==> config.mk <==
export PLATFORM = sky130hd
export DESIGN_NAME = mips_alu_regfile_execute
export DESIGN_NICKNAME = d
export VERILOG_FILES = /design/src/hw/rtl/mare_pkg.sv /design/src/hw/rtl/mare_regfile.sv /design/src/hw/rtl/mare_alu.sv /design/src/hw/rtl/mips_alu_regfile_execute.sv
export VERILOG_INCLUDE_DIRS = /design/src /design/src/hw/rtl
export SDC_FILE = /design/constraint.sdc
export NUM_CORES = 2
export LEC_CHECK = 0
export ABC_CLOCK_PERIOD_IN_PS = 6400
export BUFFER_PORTS_ARGS = -buffer_cell sky130_fd_sc_hd__clkbuf_2
export CORE_MARGIN = 2
export CORE_UTILIZATION = 35
export DETAILED_ROUTE_END_ITERATION = 10
export PLACE_DENSITY = 0.51
export SLEW_MARGIN = 10
export SYNTH_ARGS = -nofsm -noshare
export SYNTH_HDL_FRONTEND = slang
export SYNTH_SLANG_ARGS = --single-unit
==> constraint.sdc <==
create_clock -name clk_i -period 6.4 [get_ports clk_i]
set_input_delay 0.32 -clock clk_i [delete_from_list [all_inputs] [get_ports clk_i]]
set_output_delay 0.32 -clock clk_i [all_outputs]
set_load 0.01 [all_outputs]
==> src/hw/rtl/mips_alu_regfile_execute_assert.svh <==
// Assertion helpers shared by the RTL files.
`ifndef MIPS_ALU_REGFILE_EXECUTE_ASSERT_SVH
`define MIPS_ALU_REGFILE_EXECUTE_ASSERT_SVH

// Checked only while out of reset.
`define MARE_ASSERT(lbl, clk, rstn, prop, msg) \
  lbl: assert property (@(posedge clk) disable iff (!rstn) prop) else $error(msg);

// Checked on every edge, reset included.
`define MARE_ASSERT_ALWAYS(lbl, clk, prop, msg) \
  lbl: assert property (@(posedge clk) prop) else $error(msg);

`endif

==> src/hw/rtl/mare_pkg.sv <==
package mare_pkg;

  localparam int unsigned REG_COUNT = 32;
  localparam int unsigned REG_AW    = $clog2(REG_COUNT);
  localparam int unsigned DATA_W    = 32;

  // primary opcodes
  localparam logic [5:0] OP_RTYPE = 6'd0;
  localparam logic [5:0] OP_ADDI  = 6'd8;
  localparam logic [5:0] OP_ADDIU = 6'd9;
  localparam logic [5:0] OP_SLTI  = 6'd10;
  localparam logic [5:0] OP_SLTIU = 6'd11;

  // R-type function codes
  localparam logic [5:0] FN_SLL  = 6'd0;
  localparam logic [5:0] FN_SRL  = 6'd2;
  localparam logic [5:0] FN_SRA  = 6'd3;
  localparam logic [5:0] FN_SLLV = 6'd4;
  localparam logic [5:0] FN_SRLV = 6'd6;
  localparam logic [5:0] FN_ADD  = 6'd32;
  localparam logic [5:0] FN_ADDU = 6'd33;
  localparam logic [5:0] FN_SUB  = 6'd34;
  localparam logic [5:0] FN_SUBU = 6'd35;
  localparam logic [5:0] FN_AND  = 6'd36;
  localparam logic [5:0] FN_OR   = 6'd37;
  localparam logic [5:0] FN_XOR  = 6'd38;
  localparam logic [5:0] FN_SLT  = 6'd42;
  localparam logic [5:0] FN_SLTU = 6'd43;

  typedef struct packed {
    logic [5:0]        opcode;
    logic [REG_AW-1:0] source_reg;
    logic [REG_AW-1:0] target_reg;
    logic [REG_AW-1:0] dest_reg;
    logic [4:0]        shift_amount;
    logic [5:0]        function_code;
    logic [15:0]       immediate;
  } inst_t;

  typedef struct packed {
    logic              wr;
    logic [REG_AW-1:0] dst;
    logic [DATA_W-1:0] val;
  } res_t;

  typedef struct packed {
    logic              en;
    logic [REG_AW-1:0] addr;
    logic [DATA_W-1:0] data;
  } wr_t;

endpackage

==> src/hw/rtl/mare_regfile.sv <==
`include "mips_alu_regfile_execute_assert.svh"

module mare_regfile import mare_pkg::*; (
  input  logic              clk_i,
  input  logic              rst_ni,
  input  logic              rd_en_i,
  input  logic [REG_AW-1:0] rs_addr_i,
  input  logic [REG_AW-1:0] rt_addr_i,
  input  wr_t               wr_i,
  output logic [DATA_W-1:0] rs_data_o,
  output logic [DATA_W-1:0] rt_data_o
);

  logic [DATA_W-1:0]    mem_q [REG_COUNT];
  logic [REG_COUNT-1:0] valid_q;
  logic [DATA_W-1:0]    rs_mem_q, rt_mem_q;
  logic [DATA_W-1:0]    fwd_q;
  logic                 rs_fwd_q, rt_fwd_q, rs_zero_q, rt_zero_q;
  logic                 rs_fwd_d, rt_fwd_d;

  // a write landing on the same edge as the read is taken from the write port
  assign rs_fwd_d = wr_i.en && (wr_i.addr == rs_addr_i);
  assign rt_fwd_d = wr_i.en && (wr_i.addr == rt_addr_i);

  always_ff @(posedge clk_i) begin
    if (wr_i.en) begin
      mem_q[wr_i.addr] <= wr_i.data;
    end
    if (rd_en_i) begin
      rs_mem_q <= mem_q[rs_addr_i];
      rt_mem_q <= mem_q[rt_addr_i];
      fwd_q    <= wr_i.data;
    end
  end

  // entry 0 is never marked valid, so it always reads as zero
  always_ff @(posedge clk_i or negedge rst_ni) begin
    if (!rst_ni) begin
      valid_q   <= '0;
      rs_fwd_q  <= 1'b0;
      rt_fwd_q  <= 1'b0;
      rs_zero_q <= 1'b1;
      rt_zero_q <= 1'b1;
    end else begin
      if (wr_i.en) begin
        valid_q[wr_i.addr] <= 1'b1;
      end
      if (rd_en_i) begin
        rs_fwd_q  <= rs_fwd_d;
        rt_fwd_q  <= rt_fwd_d;
        rs_zero_q <= !rs_fwd_d && !valid_q[rs_addr_i];
        rt_zero_q <= !rt_fwd_d && !valid_q[rt_addr_i];
      end
    end
  end

  assign rs_data_o = rs_fwd_q ? fwd_q : (rs_zero_q ? '0 : rs_mem_q);
  assign rt_data_o = rt_fwd_q ? fwd_q : (rt_zero_q ? '0 : rt_mem_q);

  `MARE_ASSERT_ALWAYS(a_no_wr_reg0, clk_i, wr_i.en |-> (wr_i.addr != '0), "write to register zero")
  `MARE_ASSERT(a_wr_sets_valid, clk_i, rst_ni, wr_i.en |=> valid_q[$past(wr_i.addr)], "written entry not valid")
  `MARE_ASSERT(a_reg0_invalid, clk_i, rst_ni, !valid_q[0], "register zero marked valid")

endmodule

==> src/hw/rtl/mare_alu.sv <==
module mare_alu import mare_pkg::*; (
  input  inst_t             inst_i,
  input  logic [DATA_W-1:0] rs_val_i,
  input  logic [DATA_W-1:0] rt_val_i,
  output res_t              res_o
);

  logic [DATA_W-1:0] simm;
  logic [DATA_W-1:0] sum_imm;
  logic [4:0]        vsh;

  assign simm    = {{(DATA_W-16){inst_i.immediate[15]}}, inst_i.immediate};
  assign sum_imm = rs_val_i + simm;
  assign vsh     = rs_val_i[4:0];

  always_comb begin
    res_o = '0;
    case (inst_i.opcode)
      OP_RTYPE: begin
        res_o.wr  = 1'b1;
        res_o.dst = inst_i.dest_reg;
        case (inst_i.function_code)
          FN_SLL:  res_o.val = rt_val_i << inst_i.shift_amount;
          FN_SRL:  res_o.val = rt_val_i >> inst_i.shift_amount;
          FN_SRA:  res_o.val = DATA_W'($signed(rt_val_i) >>> inst_i.shift_amount);
          FN_SLLV: res_o.val = rt_val_i << vsh;
          FN_SRLV: res_o.val = rt_val_i >> vsh;
          FN_ADD,
          FN_ADDU: res_o.val = rs_val_i + rt_val_i;
          FN_SUB,
          FN_SUBU: res_o.val = rs_val_i - rt_val_i;
          FN_AND:  res_o.val = rs_val_i & rt_val_i;
          FN_OR:   res_o.val = rs_val_i | rt_val_i;
          FN_XOR:  res_o.val = rs_val_i ^ rt_val_i;
          FN_SLT:  res_o.val = DATA_W'($signed(rs_val_i) < $signed(rt_val_i));
          FN_SLTU: res_o.val = DATA_W'(rs_val_i < rt_val_i);
          default: res_o.val = '0;
        endcase
      end
      OP_ADDI,
      OP_ADDIU: begin
        res_o.wr  = 1'b1;
        res_o.dst = inst_i.target_reg;
        res_o.val = sum_imm;
      end
      OP_SLTI: begin
        res_o.wr  = 1'b1;
        res_o.dst = inst_i.target_reg;
        res_o.val = DATA_W'($signed(rs_val_i) < $signed(simm));
      end
      OP_SLTIU: begin
        res_o.wr  = 1'b1;
        res_o.dst = inst_i.target_reg;
        res_o.val = DATA_W'(rs_val_i < simm);
      end
      default: res_o = '0;
    endcase
  end

endmodule

==> src/hw/rtl/mips_alu_regfile_execute.sv <==
// Integer execute stage of a MIPS-like subset with its own 32 x 32-bit register
// file. One instruction word is taken per cycle unless m_axis_tready stalls a
// full pipeline, and each gives one result word: the accept edge reads rs and
// rt from the register file into registers, a later edge with the output free
// runs the ALU, writes the register file and loads the output register. A
// result written on the same edge that a following instruction reads is
// forwarded, so back-to-back dependent instructions see the new value.
// Register 0 reads as zero; all registers read as zero after reset (per-entry
// valid bits, no clearing pass). Writes to register 0 are reported in the result
// but not stored. Unknown opcodes return a result with tuser low and zero data.
`include "mips_alu_regfile_execute_assert.svh"

module mips_alu_regfile_execute import mare_pkg::*; (
  input  logic        clk_i,
  input  logic        rst_ni,
  input  logic        s_axis_tvalid,
  output logic        s_axis_tready,
  // [5:0] opcode, [10:6] source_reg, [15:11] target_reg, [20:16] dest_reg,
  // [25:21] shift_amount, [31:26] function_code, [47:32] immediate
  input  logic [47:0] s_axis_tdata,
  output logic        m_axis_tvalid,
  input  logic        m_axis_tready,
  // [4:0] written_reg, [36:5] written_value, [39:37] zero
  output logic [39:0] m_axis_tdata,
  // [0] write_done
  output logic        m_axis_tuser
);

  inst_t             inst_q, inst_in;
  logic              s1_valid_q, s1_valid_d;
  logic              m_valid_q, m_valid_d;
  logic              m_done_q;
  logic [REG_AW-1:0] m_reg_q;
  logic [DATA_W-1:0] m_val_q;
  logic              advance, accept, s1_move;
  logic [DATA_W-1:0] rs_val, rt_val;
  res_t              res;
  wr_t               wr;

  assign inst_in.opcode        = s_axis_tdata[5:0];
  assign inst_in.source_reg    = s_axis_tdata[10:6];
  assign inst_in.target_reg    = s_axis_tdata[15:11];
  assign inst_in.dest_reg      = s_axis_tdata[20:16];
  assign inst_in.shift_amount  = s_axis_tdata[25:21];
  assign inst_in.function_code = s_axis_tdata[31:26];
  assign inst_in.immediate     = s_axis_tdata[47:32];

  assign advance       = !m_valid_q || m_axis_tready;
  assign s_axis_tready = advance || !s1_valid_q;
  assign accept        = s_axis_tvalid && s_axis_tready;
  assign s1_move       = s1_valid_q && advance;

  assign s1_valid_d = accept ? 1'b1 : (advance ? 1'b0 : s1_valid_q);
  assign m_valid_d  = advance ? s1_valid_q : m_valid_q;

  assign wr.en   = s1_move && res.wr && (res.dst != '0);
  assign wr.addr = res.dst;
  assign wr.data = res.val;

  mare_regfile u_regfile (
    .clk_i     (clk_i),
    .rst_ni    (rst_ni),
    .rd_en_i   (accept),
    .rs_addr_i (inst_in.source_reg),
    .rt_addr_i (inst_in.target_reg),
    .wr_i      (wr),
    .rs_data_o (rs_val),
    .rt_data_o (rt_val)
  );

  mare_alu u_alu (
    .inst_i   (inst_q),
    .rs_val_i (rs_val),
    .rt_val_i (rt_val),
    .res_o    (res)
  );

  always_ff @(posedge clk_i or negedge rst_ni) begin
    if (!rst_ni) begin
      s1_valid_q <= 1'b0;
      m_valid_q  <= 1'b0;
    end else begin
      s1_valid_q <= s1_valid_d;
      m_valid_q  <= m_valid_d;
    end
  end

  always_ff @(posedge clk_i) begin
    if (accept) begin
      inst_q <= inst_in;
    end
    if (s1_move) begin
      m_done_q <= res.wr;
      m_reg_q  <= res.dst;
      m_val_q  <= res.val;
    end
  end

  assign m_axis_tvalid = m_valid_q;
  assign m_axis_tuser  = m_done_q;
  assign m_axis_tdata  = {3'b000, m_val_q, m_reg_q};

  `MARE_ASSERT(a_stall_cause, clk_i, rst_ni, !s_axis_tready |-> (s1_valid_q && m_valid_q && !m_axis_tready), "input stalled without a full pipeline")
  `MARE_ASSERT(a_accept_fills, clk_i, rst_ni, accept |=> s1_valid_q, "accepted word not in stage")
  `MARE_ASSERT(a_nowrite_zero, clk_i, rst_ni, (s1_move && !res.wr) |=> (!m_axis_tuser && (m_axis_tdata == '0)), "non-writing result not zero")
  `MARE_ASSERT(a_move_shows, clk_i, rst_ni, s1_move |=> m_axis_tvalid, "stage moved but no result")

endmodule
# Word-level counts from Yosys, hierarchy flattened
# Memory sizes are Yosys's and may differ from the RTL's. A register that Yosys moved wholly into a read port is not among the register bits.
# Index checks and enable logic that the tools add are counted.
# word_totals
reg_bits,151
ramBits,1024
n_memories,1
wordCells,97
out_inout_bits,43
latchBits,0
rom_bits,0
# memory_table
memory,depth,word_bits,read_ports,rd_ports_with_merged_regs,wr,line,text
u_regfile.mem_q,32,32,2,2,1,mare_regfile.sv:14,logic [DATA_W-1:0] mem_q [REG_COUNT];
# op_classes
n_reduce_logical,24
n_mux,16
n_bitwise,4
shift,5
eq_ne,19
add_sub_neg,3
n_div,0
multipliers,0
n_lt_le_gt_ge,8
# op_table
op,count
one-hot mux 32 bit (12 select lines),1
one-hot mux 38 bit (4 select lines),1
two-way mux 32 bit,4
less-than comparator 32 bit,3
adder 32 bit,2
bitwise OR 32 bit,2
<< shifter 32 x 5 -> 32 bit,2
>> shifter 32 x 5 -> 32 bit,2
== test 6 bit (second input constant),9
bitwise AND 32 bit,1
less-than comparator 32 x 16 -> 1 bit,1
>>> shifter 32 x 5 -> 32 bit,1
subtractor 32 bit,1
XOR 32 bit,1
== test 6 x 4 -> 1 bit (second input constant),4
less-than comparator 5 x 6 -> 1 bit (second input constant),3
== test 6 x 2 -> 1 bit (second input constant),2
== test 6 x 3 -> 1 bit (second input constant),2
logical NOT 6 bit,2
binary-select mux 1 bit (select 5 bit),2
== test 5 bit,2
logical AND 1 bit,9
two-way mux 1 bit,7
logical NOT 1 bit,6
6 further kinds,9

# Longest topological paths before layout
# depth
ltp_word,10
mapped_depth,17
mapped_depth_nobuf,15

# By module
# A second synthesis with hierarchy kept.
# unflattened
hier_cells,4323
hier_area_um2,68539.5
# by_module_without_submodules
module,area_per_inst_um2,seq_area_each_um2,cells_each,n_inst
mare_regfile,52148.8,34535.6,2248,1
mare_alu,13675.6,0.0,1975,1
mips_alu_regfile_execute,2715.1,2632.5,100,1

# Worst setup path after synthesis
# No wires, ideal clock.
# synth_timing
path_kind,register -> register
startpoint,reg u_regfile.rs_fwd_q
endpoint,"reg m_val_q[28], data pin"
path_buffers,3
setup_slack_ns,1.543
t_arrival_ns,4.466
t_required_ns,6.009
synth_period_minus_slack_ns,4.857
setup_time_ns,0.391
path_stages_with_launch,16
cell_sequence,dfrtp_1 -> buf_2 -> nor2_1 -> clkbuf_1 -> a22o_1 -> ha_1 -> clkbuf_1 -> nor2b_1 -> a2111oi_0 -> a211oi_1 -> o211ai_1 -> a21boi_0 -> o31ai_1 -> a221o_1 -> a211oi_1 -> o22ai_1
# synth_rtl
element,line,text
"start, declared",mare_regfile.sv:18,"logic rs_fwd_q, rt_fwd_q, rs_zero_q, rt_zero_q;"
"start signal, assigned",mare_regfile.sv:49,rs_fwd_q <= rs_fwd_d;
"end signal, assigned",mips_alu_regfile_execute.sv:95,m_val_q <= res.val;
"end, declared",mips_alu_regfile_execute.sv:34,logic [DATA_W-1:0] m_val_q;

==> Implementation_results.wiki <==
{| class="wikitable"
! Metric !! Value
|-
| Tcrit/Tclk final || 94.4%
|-
| Combined area of the multi-input logic cells || 30300 um2
|-
| Clock sink count || 1239
|-
| Detailed Place HPWL || 172000 um
|-
| Maximum clock frequency || 165 MHz
|-
| Total power draw || 0.0205 W
|-
| DP Worst Slack || 0.631 ns
|-
| GRT overflow || 0
|-
| Power density normalized to cell area || 260 nW/um2
|-
| List of most frequent post-synthesis cells || edfxtp_1, mux4_2, clkbuf_1
|-
| Filler instances || 17600
|-
| Clock H-tree levels || 4
|-
| Number of buffers on the longest clock path || 3
|-
| Top-level I/O count || 95
|-
| NetSw || 0.00558 W
|-
| Critical path fanouts, max || 34
|-
| Seq pwr share || 44.2%
|-
| Number of nets still failing antenna checks after routing || 0
|-
| Leading area contributor after synthesis || edfxtp_1
|-
| Die Width || 447 um
|-
| Setup crit end kind || flop
|-
| Data arrival time of the critical path || 6.52 ns
|-
| Count of final hold-check violations || 0
|-
| RePlAce Congestion || 1.05
|-
| Class of the tightest hold or removal check || input pin to flop
|-
| Number of setup buffers added after CTS || 0
|-
| Number of unique standard cell types used by synthesis || 107
|-
| Cell with the most instances after synthesis || edfxtp_1
|-
| Number of register bits inferred by synthesis || 1239
|-
| Proportion of power drawn by combinational gates || 15.4%
|-
| Actual slew at the worst max-slew pin || 1.29 ns
|-
| Setup repair after global routing missed its margin || false
|-
| Cells after Synth || 4329
|-
| Area growth, synth to finish || 14.8%
|-
| Sum of routed wire length over all layers || 257000 um
|-
| Final period demand of the worst path || 6.04 ns
|-
| Clock insertion delay at the later pin of the skew report || 0.83 ns
|-
| Worst setup skew after layout || 0.0719 ns
|-
| Standard cell core area || 195000 um2
|-
| Count of buffers from port buffering || 91
|-
| Mapped Avg Cell Area || 15.8 um2
|-
| Final setup margin || 0.356 ns
|-
| Run status || complete, no violations
|-
| Total Die Area || 200000 um2
|-
| Clock transition time at the flip-flop clock pins of the worst setup and hold paths || 0.07 ns
|-
| First-pass GRT wire length || 358000 um
|-
| Lkg Pwr || 27.2 nW
|-
| Pin count of the biggest net entering global routing || 94
|-
| Gates resized, CTS repair || 0
|-
| Number of maximum-capacitance violations || 0
|-
| Kind of start point of the critical path || flop
|-
| Library cell used as clock root buffer || clkbuf_16
|-
| Primary FF master, synth || edfxtp_1
|-
| Net count reported at finish || 4770
|-
| Max transition margin || 13.2%
|-
| Cell row count || 162
|-
| DIE HEIGHT || 447 um
|-
| Synth Cell Area || 68600 um2
|-
| Initial antenna violation count || 9
|-
| Cell internal pwr || 0.0149 W
|-
| Max-slew violation count || 0
|-
| Detailed-route wire length per cell || 35.2 um
|-
| Vias/cell || 6.21
|-
| Drt pass-1 iters || 8
|-
| TritonCTS clock tree || yes
|-
| Starting density of the core || 35.2%
|-
| Power share of the clock group || 40.4%
|-
| Proportion of layout cells with a drive suffix above 1 || 31.8%
|-
| Sequential Area || 37000 um2
|-
| Via total after detailed routing || 45200
|-
| Residual DRC || 0
|-
| Setup TNS || 0 ns
|-
| Worst Hold Slack || 0.0670 ns
|-
| 1st-iter DRT viols || 5399
|-
| Number of global-route vias before repair || 45100
|-
| Final setup violation count || 0
|-
| Number of flops mapped to enable cells by yosys || 1201
|-
| Switching power share of the total || 27.3%
|-
| Final core utilization || 40.4%
|-
| Largest cells by area after synthesis || edfxtp_1, mux4_2, ha_1, a21oi_1, dfrtp_1
|-
| Required time of the worst setup path || 6.88 ns
|-
| Total routing resource utilization after global routing || 25.6%
|-
| Count of hold-fix buffers inserted at cts || 43
|-
| Part of the Yosys area used for sequential elements || 54.0%
|-
| Category of the critical setup timing path || flop to flop
|-
| Yosys synthesis warning count || 0
|-
| Number of CTS-inserted buffers || 142
|-
| Async set-or-reset flop fraction in the synthesized netlist || 3.07%
|-
| Worst supply voltage drop on vdd || 0.277 mV
|-
| Area share of the largest cell type after synthesis || 52.6%
|}
worst max-delay path, stage by stage, from the launching register on:
cell and delay [ns]:
dfrtp_2 0.42, nor2_4 0.34, buf_4 0.35, a22o_1 0.54, ha_1 0.44, inv_1 0.22
nor4_1 0.46, nand3_1 0.28, a311oi_1 1.09, o41a_1 0.29, nor4_1 0.07, o311a_1 0.35
nor3_1 0.37, nand3_1 0.15, buf_4 0.27
power by group through the flow:
stage          combinational, W  sequential [W]  clock (W)
2_1_floorplan           0.00199         0.00916          0
3_3_place_gp            0.00309         0.00921          0
3_5_place_dp            0.00307         0.00920          0
4_1_cts                 0.00311         0.00903    0.00843
5_1_grt                 0.00333         0.00904    0.00876
6_report                0.00316         0.00903    0.00826
layout by cell type (no fill, tap or decap), types with 33 or more instances in the layout:
cell,instances
edfxtp_1,1201
mux4_2,719
buf_4,213
a21oi_1,188
nor2_1,172
ha_1,165
nand2_1,156
clkbuf_16,144
inv_1,136
o21ai_0,133
clkbuf_2,81
mux2_2,79
nand3_1,73
mux2i_1,71
a22o_1,65
o211ai_1,65
nor3_1,62
xnor2_1,54
dlygate4sd3_1,43
or2_2,40
a211oi_1,37
conb_1,35
o22ai_1,34
dfrtp_1,34
nor2_4,33
clkbuf_1,33
logic make-up (layout without fill, tap and decap cells):
kind of cell,after synthesis,after routing,share of synthesized area (%)
buffers and inverters,468,768,2.76
XOR/XNOR,62,62,0.792
AO/OA/AOI/OAI,811,811,8.11
other,1,37,0.00547
flip-flops,1239,1239,54.0
adder cells (fa/ha/maj),168,168,3.10
AND/OR/NAND/NOR,704,704,5.09
multiplexers,876,876,26.2
routing by layer:
metal,up-vias,share of wire (%),track usage (%)
met5,-,0.0070,0
met4,2,4.8,11.1
met3,542,7.3,4.53
met2,2244,48,41.6
met1,24000,40,33.7
li1,18400,-,-
per-stage QoR:
| step | instance area (um2) | cells |
|---|---|---|
| final | 78700 | 7289 |
| after global routing | 78700 | 7287 |
| after CTS | 78700 | 7287 |
| after detailed placement | 73600 | 6987 |
| after global placement | 73600 | 6987 |
| after floorplan | 68700 | 4363 |
cell type report:
class	count	area share [%]
multi-input cells	2656	38.5
clock buffers	180	4.79
clock inverters	77	1.18
diodes	2	0.00636
flip-flops and latches	1239	47.0
inverters	147	0.707
repair buffers	364	3.69
well taps	2624	4.17
final timing paths:
| kind | from | to | cells past startpoint | slack, ns |
|---|---|---|---|---|
| min in group asynchronous | rst_ni | u_regfile.valid_q[3] | 3 | 0.21 |
| max in group asynchronous | rst_ni | u_regfile.rs_fwd_q | 3 | 5.65 |
| worst max-delay path | u_regfile.rt_fwd_q | u_regfile.mem_q[26][29] | 14 | 0.36 |
| worst min-delay path | s_axis_tdata[14] | inst_q[35] | 1 | 0.07 |
| worst max register to register | u_regfile.rt_fwd_q | u_regfile.mem_q[26][29] | 14 | 0.36 |
| worst min register to register | u_regfile.valid_q[0] | u_regfile.valid_q[0] | 0 | 0.40 |
registers in the layout (all words and copies together), names as in the netlist, 5 cells and up:
name and flops:
u_regfile.rt_mem_q 32, inst_q 43, u_regfile.mem_q 1024, u_regfile.valid_q 32, m_val_q 32, u_regfile.rs_mem_q 32, m_reg_q 5, u_regfile.fwd_q 32
Power figures use the tool's default switching activity.
